File: src/hw/rtl/fara_pkg.sv
// Shared types and codes for the fraction add-and-reduce unit.
`timescale 1ns / 1ps

package fara_pkg;

   // Output field widths
   localparam int WHOLE_W = 33;
   localparam int REST_W  = 32;
   localparam int RDEN_W  = 32;

   // Result form codes
   localparam logic [1:0] FORM_INT    = 2'd0;
   localparam logic [1:0] FORM_PROPER = 2'd1;
   localparam logic [1:0] FORM_MIXED  = 2'd2;

   // Which fraction a result describes
   localparam logic [1:0] WHICH_A   = 2'd0;
   localparam logic [1:0] WHICH_B   = 2'd1;
   localparam logic [1:0] WHICH_SUM = 2'd2;

   // Kind of result the controller asks the datapath to build
   localparam logic [1:0] KIND_ZERO = 2'd0;
   localparam logic [1:0] KIND_INT  = 2'd1;
   localparam logic [1:0] KIND_FRAC = 2'd2;

   // Multiplier operand selects
   localparam logic [1:0] MUL_SEL_DEN = 2'd0;
   localparam logic [1:0] MUL_SEL_N1  = 2'd1;
   localparam logic [1:0] MUL_SEL_N2  = 2'd2;

   // Divider operand selects
   localparam logic [1:0] DIV_SEL_QUOT = 2'd0;
   localparam logic [1:0] DIV_SEL_GCD  = 2'd1;
   localparam logic [1:0] DIV_SEL_REST = 2'd2;
   localparam logic [1:0] DIV_SEL_RDEN = 2'd3;

   // Commands from controller to datapath
   typedef struct packed {
      logic       ops_load;
      logic       mul_en;
      logic [1:0] mul_sel;
      logic       sden_load;
      logic       snum_load;
      logic       snum_add;
      logic       frac_load;
      logic [1:0] which;
      logic       div_start;
      logic [1:0] div_sel;
      logic       cap_first;
      logic       cap_gcd;
      logic       cap_rest;
      logic       cap_rden;
      logic       rsp_load;
      logic [1:0] rsp_kind;
   } cmd_type;

   // Status from datapath to controller
   typedef struct packed {
      logic den_zero;
      logic div_done;
      logic div_rem_zero;
   } status_type;

endpackage

File: src/hw/rtl/fara_divider.sv
// Radix-2 restoring divider, one quotient bit per cycle.
`timescale 1ns / 1ps

module fara_divider #(
   parameter int WIDTH = 33
) (
   input  logic             clock,
   input  logic             reset,
   input  logic             start,
   input  logic [WIDTH-1:0] dividend,
   input  logic [WIDTH-1:0] divisor,
   output logic [WIDTH-1:0] quotient,
   output logic [WIDTH-1:0] remainder,
   output logic             done
);

   localparam int CW = $clog2(WIDTH + 1);

   logic [WIDTH-1:0] quo_ff, quo_in;
   logic [WIDTH-1:0] rem_ff, rem_in;
   logic [WIDTH-1:0] dvs_ff, dvs_in;
   logic [CW-1:0]    cnt_ff, cnt_in;
   logic             busy_ff, busy_in;
   logic             done_ff, done_in;
   logic [WIDTH:0]   trial;
   logic [WIDTH:0]   diff;

   // One shift-subtract step
   assign trial = {rem_ff, quo_ff[WIDTH-1]};
   assign diff  = trial - {1'b0, dvs_ff};

   always_comb begin
      quo_in  = quo_ff;
      rem_in  = rem_ff;
      dvs_in  = dvs_ff;
      cnt_in  = cnt_ff;
      busy_in = busy_ff;
      done_in = 1'b0;
      if (start) begin
         quo_in  = dividend;
         rem_in  = '0;
         dvs_in  = divisor;
         cnt_in  = CW'(WIDTH);
         busy_in = 1'b1;
      end else if (busy_ff) begin
         if (!diff[WIDTH]) begin
            rem_in = diff[WIDTH-1:0];
            quo_in = {quo_ff[WIDTH-2:0], 1'b1};
         end else begin
            rem_in = trial[WIDTH-1:0];
            quo_in = {quo_ff[WIDTH-2:0], 1'b0};
         end
         cnt_in = cnt_ff - CW'(1);
         if (cnt_ff == CW'(1)) begin
            busy_in = 1'b0;
            done_in = 1'b1;
         end
      end
   end

   always_ff @(posedge clock) begin
      if (reset) begin
         busy_ff <= 1'b0;
         done_ff <= 1'b0;
         cnt_ff  <= '0;
      end else begin
         busy_ff <= busy_in;
         done_ff <= done_in;
         cnt_ff  <= cnt_in;
      end
   end

   always_ff @(posedge clock) begin
      quo_ff <= quo_in;
      rem_ff <= rem_in;
      dvs_ff <= dvs_in;
   end

   assign quotient  = quo_ff;
   assign remainder = rem_ff;
   assign done      = done_ff;

endmodule

File: src/hw/rtl/fara_datapath.sv
// Datapath: operand registers, shared multiplier, divider and result register.
`timescale 1ns / 1ps

module fara_datapath
   import fara_pkg::*;
#(
   parameter int OPERAND_WIDTH = 16
) (
   input  logic                     clock,
   input  logic                     reset,
   input  cmd_type                  cmd,
   output status_type               status,
   input  logic [OPERAND_WIDTH-1:0] req_num_a,
   input  logic [OPERAND_WIDTH-1:0] req_den_a,
   input  logic [OPERAND_WIDTH-1:0] req_num_b,
   input  logic [OPERAND_WIDTH-1:0] req_den_b,
   output logic [1:0]               rsp_which_fraction,
   output logic [1:0]               rsp_form,
   output logic [WHOLE_W-1:0]       rsp_whole_part,
   output logic [REST_W-1:0]        rsp_rest_numerator,
   output logic [RDEN_W-1:0]        rsp_reduced_denominator,
   output logic                     rsp_last
);

   localparam int W  = OPERAND_WIDTH;
   // Sum width: one bit over the product width, capped at 64 bits
   localparam int VW = (2 * W + 1 > 64) ? 64 : 2 * W + 1;

   logic [W-1:0]    na_ff, da_ff, nb_ff, db_ff;
   logic [2*W-1:0]  mul_ff;
   logic [W-1:0]    mul_a, mul_b;
   logic [VW-1:0]   sden_ff, snum_ff;
   logic [VW-1:0]   num_ff, den_ff;
   logic [VW-1:0]   x_ff, y_ff;
   logic [VW-1:0]   r_ff;
   logic [VW-1:0]   whole_ff, rest_ff, rden_ff;
   logic [VW-1:0]   div_dividend, div_divisor;
   logic [VW-1:0]   div_quo, div_rem;
   logic            div_done;
   logic [63:0]     whole64, rest64, rden64;

   // Operand capture on input transfer
   always_ff @(posedge clock) begin
      if (cmd.ops_load) begin
         na_ff <= req_num_a;
         da_ff <= req_den_a;
         nb_ff <= req_num_b;
         db_ff <= req_den_b;
      end
   end

   // Shared multiplier, registered product
   always_comb begin
      case (cmd.mul_sel)
         MUL_SEL_DEN: begin mul_a = da_ff; mul_b = db_ff; end
         MUL_SEL_N1:  begin mul_a = na_ff; mul_b = db_ff; end
         MUL_SEL_N2:  begin mul_a = nb_ff; mul_b = da_ff; end
         default:     begin mul_a = da_ff; mul_b = db_ff; end
      endcase
   end

   always_ff @(posedge clock) begin
      if (cmd.mul_en) begin
         mul_ff <= mul_a * mul_b;
      end
   end

   // Sum numerator and denominator
   always_ff @(posedge clock) begin
      if (cmd.sden_load) begin
         sden_ff <= VW'(mul_ff);
      end
      if (cmd.snum_load) begin
         snum_ff <= VW'(mul_ff);
      end else if (cmd.snum_add) begin
         snum_ff <= snum_ff + VW'(mul_ff);
      end
   end

   // Fraction under work
   always_ff @(posedge clock) begin
      if (cmd.frac_load) begin
         case (cmd.which)
            WHICH_A: begin num_ff <= VW'(na_ff); den_ff <= VW'(da_ff); end
            WHICH_B: begin num_ff <= VW'(nb_ff); den_ff <= VW'(db_ff); end
            default: begin num_ff <= snum_ff;    den_ff <= sden_ff;    end
         endcase
      end
   end

   // Divider operand select; x holds the GCD once the loop ends
   always_comb begin
      case (cmd.div_sel)
         DIV_SEL_QUOT: begin div_dividend = num_ff; div_divisor = den_ff; end
         DIV_SEL_GCD:  begin div_dividend = x_ff;   div_divisor = y_ff;   end
         DIV_SEL_REST: begin div_dividend = r_ff;   div_divisor = x_ff;   end
         default:      begin div_dividend = den_ff; div_divisor = x_ff;   end
      endcase
   end

   fara_divider #(
      .WIDTH (VW)
   ) u_divider (
      .clock     (clock),
      .reset     (reset),
      .start     (cmd.div_start),
      .dividend  (div_dividend),
      .divisor   (div_divisor),
      .quotient  (div_quo),
      .remainder (div_rem),
      .done      (div_done)
   );

   // Capture divider results; GCD runs on (den, num mod den)
   always_ff @(posedge clock) begin
      if (cmd.cap_first) begin
         whole_ff <= div_quo;
         r_ff     <= div_rem;
         x_ff     <= den_ff;
         y_ff     <= div_rem;
      end else if (cmd.cap_gcd) begin
         x_ff <= y_ff;
         y_ff <= div_rem;
      end
      if (cmd.cap_rest) begin
         rest_ff <= div_quo;
      end
      if (cmd.cap_rden) begin
         rden_ff <= div_quo;
      end
   end

   assign whole64 = 64'(whole_ff);
   assign rest64  = 64'(rest_ff);
   assign rden64  = 64'(rden_ff);

   // Result register
   always_ff @(posedge clock) begin
      if (cmd.rsp_load) begin
         rsp_which_fraction <= cmd.which;
         rsp_last           <= (cmd.which == WHICH_SUM);
         case (cmd.rsp_kind)
            KIND_INT: begin
               rsp_form                <= FORM_INT;
               rsp_whole_part          <= whole64[WHOLE_W-1:0];
               rsp_rest_numerator      <= '0;
               rsp_reduced_denominator <= RDEN_W'(1);
            end
            KIND_FRAC: begin
               rsp_form                <= (whole_ff == '0) ? FORM_PROPER : FORM_MIXED;
               rsp_whole_part          <= whole64[WHOLE_W-1:0];
               rsp_rest_numerator      <= rest64[REST_W-1:0];
               rsp_reduced_denominator <= rden64[RDEN_W-1:0];
            end
            default: begin
               rsp_form                <= FORM_INT;
               rsp_whole_part          <= '0;
               rsp_rest_numerator      <= '0;
               rsp_reduced_denominator <= '0;
            end
         endcase
      end
   end

   assign status.den_zero     = (den_ff == '0);
   assign status.div_done     = div_done;
   assign status.div_rem_zero = (div_rem == '0);

endmodule

File: src/hw/rtl/fara_controller.sv
// Controller state machine sequencing multiply, divide and GCD steps.
`timescale 1ns / 1ps

module fara_controller
   import fara_pkg::*;
(
   input  logic       clock,
   input  logic       reset,
   input  logic       req_valid,
   output logic       req_ready,
   output logic       rsp_valid,
   input  logic       rsp_ready,
   input  status_type status,
   output cmd_type    cmd
);

   localparam logic [4:0] ST_IDLE      = 5'd0;
   localparam logic [4:0] ST_MUL0      = 5'd1;
   localparam logic [4:0] ST_MUL1      = 5'd2;
   localparam logic [4:0] ST_MUL2      = 5'd3;
   localparam logic [4:0] ST_MUL3      = 5'd4;
   localparam logic [4:0] ST_LOAD      = 5'd5;
   localparam logic [4:0] ST_CHECK     = 5'd6;
   localparam logic [4:0] ST_DIVQ_GO   = 5'd7;
   localparam logic [4:0] ST_DIVQ_WAIT = 5'd8;
   localparam logic [4:0] ST_GCD_GO    = 5'd9;
   localparam logic [4:0] ST_GCD_WAIT  = 5'd10;
   localparam logic [4:0] ST_DIVR_GO   = 5'd11;
   localparam logic [4:0] ST_DIVR_WAIT = 5'd12;
   localparam logic [4:0] ST_DIVD_GO   = 5'd13;
   localparam logic [4:0] ST_DIVD_WAIT = 5'd14;
   localparam logic [4:0] ST_EMIT      = 5'd15;
   localparam logic [4:0] ST_HOLD      = 5'd16;

   logic [4:0] state_ff, state_in;
   logic [1:0] which_ff, which_in;
   logic [1:0] kind_ff, kind_in;

   always_comb begin
      state_in = state_ff;
      which_in = which_ff;
      kind_in  = kind_ff;
      cmd          = '0;
      cmd.which    = which_ff;
      cmd.rsp_kind = kind_ff;
      req_ready    = 1'b0;
      rsp_valid    = 1'b0;
      case (state_ff)
         ST_IDLE: begin
            req_ready = 1'b1;
            if (req_valid) begin
               cmd.ops_load = 1'b1;
               state_in     = ST_MUL0;
            end
         end
         // Sum denominator, then the two cross products
         ST_MUL0: begin
            cmd.mul_en  = 1'b1;
            cmd.mul_sel = MUL_SEL_DEN;
            state_in    = ST_MUL1;
         end
         ST_MUL1: begin
            cmd.sden_load = 1'b1;
            cmd.mul_en    = 1'b1;
            cmd.mul_sel   = MUL_SEL_N1;
            state_in      = ST_MUL2;
         end
         ST_MUL2: begin
            cmd.snum_load = 1'b1;
            cmd.mul_en    = 1'b1;
            cmd.mul_sel   = MUL_SEL_N2;
            state_in      = ST_MUL3;
         end
         ST_MUL3: begin
            cmd.snum_add = 1'b1;
            which_in     = WHICH_A;
            state_in     = ST_LOAD;
         end
         ST_LOAD: begin
            cmd.frac_load = 1'b1;
            state_in      = ST_CHECK;
         end
         ST_CHECK: begin
            if (status.den_zero) begin
               kind_in  = KIND_ZERO;
               state_in = ST_EMIT;
            end else begin
               state_in = ST_DIVQ_GO;
            end
         end
         // Integer quotient and remainder
         ST_DIVQ_GO: begin
            cmd.div_start = 1'b1;
            cmd.div_sel   = DIV_SEL_QUOT;
            state_in      = ST_DIVQ_WAIT;
         end
         ST_DIVQ_WAIT: begin
            if (status.div_done) begin
               cmd.cap_first = 1'b1;
               if (status.div_rem_zero) begin
                  kind_in  = KIND_INT;
                  state_in = ST_EMIT;
               end else begin
                  state_in = ST_GCD_GO;
               end
            end
         end
         // Euclid loop
         ST_GCD_GO: begin
            cmd.div_start = 1'b1;
            cmd.div_sel   = DIV_SEL_GCD;
            state_in      = ST_GCD_WAIT;
         end
         ST_GCD_WAIT: begin
            if (status.div_done) begin
               cmd.cap_gcd = 1'b1;
               state_in    = status.div_rem_zero ? ST_DIVR_GO : ST_GCD_GO;
            end
         end
         // Reduce remainder and denominator by the GCD
         ST_DIVR_GO: begin
            cmd.div_start = 1'b1;
            cmd.div_sel   = DIV_SEL_REST;
            state_in      = ST_DIVR_WAIT;
         end
         ST_DIVR_WAIT: begin
            if (status.div_done) begin
               cmd.cap_rest = 1'b1;
               state_in     = ST_DIVD_GO;
            end
         end
         ST_DIVD_GO: begin
            cmd.div_start = 1'b1;
            cmd.div_sel   = DIV_SEL_RDEN;
            state_in      = ST_DIVD_WAIT;
         end
         ST_DIVD_WAIT: begin
            if (status.div_done) begin
               cmd.cap_rden = 1'b1;
               kind_in      = KIND_FRAC;
               state_in     = ST_EMIT;
            end
         end
         ST_EMIT: begin
            cmd.rsp_load = 1'b1;
            state_in     = ST_HOLD;
         end
         // Result waits for transfer, then next fraction
         ST_HOLD: begin
            rsp_valid = 1'b1;
            if (rsp_ready) begin
               if (which_ff == WHICH_SUM) begin
                  state_in = ST_IDLE;
               end else begin
                  which_in = which_ff + 2'd1;
                  state_in = ST_LOAD;
               end
            end
         end
         default: begin
            state_in = ST_IDLE;
         end
      endcase
   end

   always_ff @(posedge clock) begin
      if (reset) begin
         state_ff <= ST_IDLE;
         which_ff <= WHICH_A;
         kind_ff  <= KIND_ZERO;
      end else begin
         state_ff <= state_in;
         which_ff <= which_in;
         kind_ff  <= kind_in;
      end
   end

endmodule

File: src/hw/rtl/fraction_add_and_reduce_unit.sv
// Sequence: the multiplier forms the sum terms, then each fraction (A, B, sum) goes through D divisions on
// the V-bit divider, V = min(2*OPERAND_WIDTH+1, 64), with D = 1 when the fraction is an integer, else 3
// plus the Euclid step count; zero denominators skip division. Each result then waits for the output.
// Throughput: one item at a time, set by the single bit-serial divider (one quotient bit a cycle).
// Reset (synchronous, active high) returns the controller to idle; no result is pending after it.
`timescale 1ns / 1ps

module fraction_add_and_reduce_unit
   import fara_pkg::*;
#(
   parameter int OPERAND_WIDTH = 16
) (
   input  logic                     clock,
   input  logic                     reset,
   input  logic                     req_valid,
   output logic                     req_ready,
   input  logic [OPERAND_WIDTH-1:0] req_num_a,
   input  logic [OPERAND_WIDTH-1:0] req_den_a,
   input  logic [OPERAND_WIDTH-1:0] req_num_b,
   input  logic [OPERAND_WIDTH-1:0] req_den_b,
   output logic                     rsp_valid,
   input  logic                     rsp_ready,
   output logic [1:0]               rsp_which_fraction,
   output logic [1:0]               rsp_form,
   output logic [WHOLE_W-1:0]       rsp_whole_part,
   output logic [REST_W-1:0]        rsp_rest_numerator,
   output logic [RDEN_W-1:0]        rsp_reduced_denominator,
   output logic                     rsp_last
);

   cmd_type    cmd;
   status_type status;

   fara_controller u_controller (
      .clock     (clock),
      .reset     (reset),
      .req_valid (req_valid),
      .req_ready (req_ready),
      .rsp_valid (rsp_valid),
      .rsp_ready (rsp_ready),
      .status    (status),
      .cmd       (cmd)
   );

   fara_datapath #(
      .OPERAND_WIDTH (OPERAND_WIDTH)
   ) u_datapath (
      .clock                   (clock),
      .reset                   (reset),
      .cmd                     (cmd),
      .status                  (status),
      .req_num_a               (req_num_a),
      .req_den_a               (req_den_a),
      .req_num_b               (req_num_b),
      .req_den_b               (req_den_b),
      .rsp_which_fraction      (rsp_which_fraction),
      .rsp_form                (rsp_form),
      .rsp_whole_part          (rsp_whole_part),
      .rsp_rest_numerator      (rsp_rest_numerator),
      .rsp_reduced_denominator (rsp_reduced_denominator),
      .rsp_last                (rsp_last)
   );

endmodule

File: config.mk
export PLATFORM = sky130hd
export DESIGN_NAME = fraction_add_and_reduce_unit
export DESIGN_NICKNAME = d
export VERILOG_FILES = /design/src/hw/rtl/fara_pkg.sv /design/src/hw/rtl/fara_divider.sv /design/src/hw/rtl/fara_datapath.sv /design/src/hw/rtl/fara_controller.sv /design/src/hw/rtl/fraction_add_and_reduce_unit.sv
export SDC_FILE = /design/constraint.sdc
export NUM_CORES = 2
export LEC_CHECK = 0
export ABC_AREA = 1
export BUFFER_PORTS_ARGS = -buffer_cell sky130_fd_sc_hd__buf_4
export CAP_MARGIN = 20
export CORE_ASPECT_RATIO = 2
export CORE_MARGIN = 4
export CORE_UTILIZATION = 57
export DETAILED_ROUTE_END_ITERATION = 16
export PLACE_DENSITY = 0.88
export SLEW_MARGIN = 20
export SYNTH_ARGS = -nofsm -noshare
export SYNTH_HDL_FRONTEND = slang
export SYNTH_SLANG_ARGS = --single-unit
File: constraint.sdc
create_clock -name clock -period 8.2 [get_ports clock]
set_input_delay 1.23 -clock clock [delete_from_list [all_inputs] [get_ports clock]]
set_output_delay 1.23 -clock clock [all_outputs]
set_load 0.02 [all_outputs]
==> results by group <==
Clock network
  – Clock transition at path regs: 70 ps
  – Clock latency on the worst-skew pair: 640 ps
  – # resized after CTS: 0
  – CTS HTree Levels: 2
  – Max Root-Sink Buffers: 3
  – Post-CTS Hold Buffers: 0
  – CTS Root Cell: clkbuf_16
  – CTS tree: done
  – Post-CTS Setup Bufs: 0
  – Num CTS Buffers: 54
  – Clock sink count: 640

Yosys
  – Ys async rst share: 0%
  – Most used DFF post-synth: edfxtp_1
  – Cell count after synthesis: 4048
  – Number of synthesized flops with an enable pin: 589
  – Synthesized area: 38300 µm²
  – Post-Syn Nets: 4491
  – Synth Area per Inst: 9.47 µm²
  – Seq/Total Area, Yosys: 48.8%
  – Post-synth cell types: 49
  – #FFs+latches synth: 640
  – Warnings, synthesis: 0

Setup path
  – Critical Path Most Common Cell: fa_1
  – Slowest-stage cell, CP: o21ai_1
  – Crit Reg-Reg Startpoint: u_controller.state_ff[2]
  – Critical Path Start Type: register
  – Setup Crit Path Kind: register to register
  – Crit path capture type: register
  – FF-to-FF path depth: 28
  – Worst Path Required: 8590 ps
  – Crit path arrival time: 8300 ps
  – Reg2reg setup slack: 290 ps
  – Worst-path fanout max: 32
  – CP max stage delay: 820 ps
  – Reg-to-Reg End: u_datapath.mul_ff[25]

Routing
  – Final WL: 120000 µm
  – DRT Pass-1 Iters: 8
  – Average wire per standard cell: 23.4 µm
  – DRC errors left: 0
  – Vias/cell: 5.93
  – DR iter-0 viols: 2817
  – Via count: 30446
  – Antenna-violating nets left: 0

Finish
  – Layout Nets: 4648
  – Most common cell after layout, fill and taps aside: nand2_1
  – Fill cells: 5214
  – Layout area overhead: 10.9%
  – Area of the multi-input gates: 16400 µm²
  – Register area: 18700 µm²
  – Commonest cells after routing, fill and taps aside: nand2_1 (888), inv_1 (716), edfxtp_1 (589), nor2_1 (401), buf_4 (219)
  – Share of layout cells above drive strength 1: 8.64%

Min path
  – Worst hold path depth: 0
  – Worst Hold Class: register to register
  – WHS Endpoint: u_datapath.whole_ff[32]
  – Min-delay src: u_datapath.u_divider.quotient[32]

Status
  – Status: finished clean

Timing
  – Relative slew margins: 30.5%
  – Slew @ Worst Pin: 1040 ps
  – Period minus WS final: 7910 ps
  – Skew final: 21.5 ps
  – Max Clk Rate: 126 MHz
  – Max Slew Vio Count: 0
  – Setup TNS: 0 ps
  – Final setup viols: 0
  – Hold Fails Final Rpt: 0
  – Unrepaired setup endpoints after global routing: false
  – Period utilisation layout: 96.5%

Floorplanning
  – Die area: 71700 µm²
  – Initial core utilization: 57.5%
  – Die X: 191 µm
  – Number of placement rows: 134
  – I/O pins: 172
  – Core ar.: 66700 µm²
  – Die H: 375 µm

Global route
  – First-pass GRT wire length: 179000 µm
  – Tot GR Track Use: 33.6%
  – Largest net degree at the start of global routing: 79
  – Initial antenna violation count: 2
  – Vias in the first global route: 31054
  – Total global routing overflow: 0

Run
  – Max-cap violations: 0

Place
  – IO buf count: 171
  – Dpl hpwl: 91400 µm
  – Gpl congestion: 1.11
registers in the layout, summed over array words and instances, names as in the netlist, 32 cells and up:
| register | count |
|---|---|
| u_datapath.den_ff | 32 |
| u_datapath.mul_ff | 32 |
| u_datapath.num_ff | 33 |
| u_datapath.r_ff | 33 |
| u_datapath.rden_ff | 32 |
| u_datapath.rest_ff | 32 |
| u_datapath.rsp_reduced_denominator | 32 |
| u_datapath.rsp_rest_numerator | 32 |
| u_datapath.rsp_whole_part | 33 |
| u_datapath.sden_ff | 32 |
| u_datapath.snum_ff | 33 |
| u_datapath.u_divider.dvs_ff | 33 |
| u_datapath.u_divider.quotient | 33 |
| u_datapath.u_divider.remainder | 33 |
| u_datapath.whole_ff | 33 |
| u_datapath.x_ff | 33 |
| u_datapath.y_ff | 33 |
how the worst max path moves through the flow:
stage,start,endpoint,slack [ps],cells after the start
after floorplan,u_controller.state_ff[2],u_datapath.mul_ff[25],520,30
after global placement,u_controller.state_ff[1],u_datapath.mul_ff[25],720,29
after detailed placement,u_controller.state_ff[0],u_datapath.mul_ff[26],580,27
after CTS,u_controller.state_ff[2],u_datapath.mul_ff[26],550,28
after global routing,u_controller.state_ff[2],u_datapath.mul_ff[26],0.004,29
final,u_controller.state_ff[2],u_datapath.mul_ff[25],290,28
cell families after synthesis:
| family | Yosys count | share of synthesized area, % |
|---|---|---|
| and+or+nand+nor | 1641 | 17.8 |
| AOI/OAI and AO/OA | 482 | 7.40 |
| DFF | 640 | 48.8 |
| adders and majority gates | 375 | 16.1 |
| xor gates and xnor gates | 56 | 1.28 |
| buffers and inverters | 854 | 8.66 |
metal layers:
layer  global-route usage, %  part of all wire (%)  up-vias
met5                       0                 0.017        -
li1                        -                     -    13529
met1                    31.8                    28    14205
met3                    5.06                   8.3      730
met4                    32.3                    13        4
met2                    60.1                    51     1978
metrics by stage:
step                hold slack [ps]  std cells  utilization (%)  area, µm²  worst slack (ps)
finish                          473       5134             63.7      42500               290
global route                    509       5133             63.7      42500           0.00355
CTS                             477       5133             63.7      42500               545
detailed placement              450       5033             60.9      40600               581
global placement                452       5033             60.9      40600               722
floorplan                       426       4048                -      38300               524
Yosys cell counts (all sizes together) (3+ instances only):
master    n  area, µm²
a21o      8       60.1
a21oi   138        694
a221oi   11       96.3
a22oi    32        240
a31oi    40        250
and2      6       37.5
buf      38        252
clkbuf   80        300
clkinv   10       37.5
dfxtp    51       1020
edfxtp  589      17700
fa      196       3920
ha      179       2240
inv     726       2730
nand2   894       3370
nand3   201       1020
nand3b   17        128
nand4    38        238
nor2    419       1660
nor3     40        200
nor4      7       43.8
o211ai   20        150
o21a      3       22.5
o21ai   177        886
o21bai    9       67.6
o221ai   31        272
o31ai     5       37.5
or2      16        100
xnor2    32        280
xor2     24        210
final cells by class:
cell class                      count  area share [%]
Multi-Input combinational cell   2554            38.5
Timing Repair Buffer              219            3.87
Inverter                          736            6.52
Sequential cell                   640            44.0
Antenna cell                        1         0.00588
Clock buffer                       65            3.37
Clock inverter                     35            1.13
Tap cell                          884            2.60
worst max-delay path, delay by kind of cell, from the launching register on:
| kind | cells | cell delay [ps] |
|---|---|---|
| AO/OA/AOI/OAI | 4 | 1500 |
| buffers and inverters | 7 | 910 |
| adder cells (fa/ha/maj) | 8 | 3710 |
| AND/OR/NAND/NOR | 9 | 1170 |
| flip-flops | 1 | 370 |
Power is not shown: default switching activity piles up to over one toggle a cycle in this logic, so the estimate is an artifact.
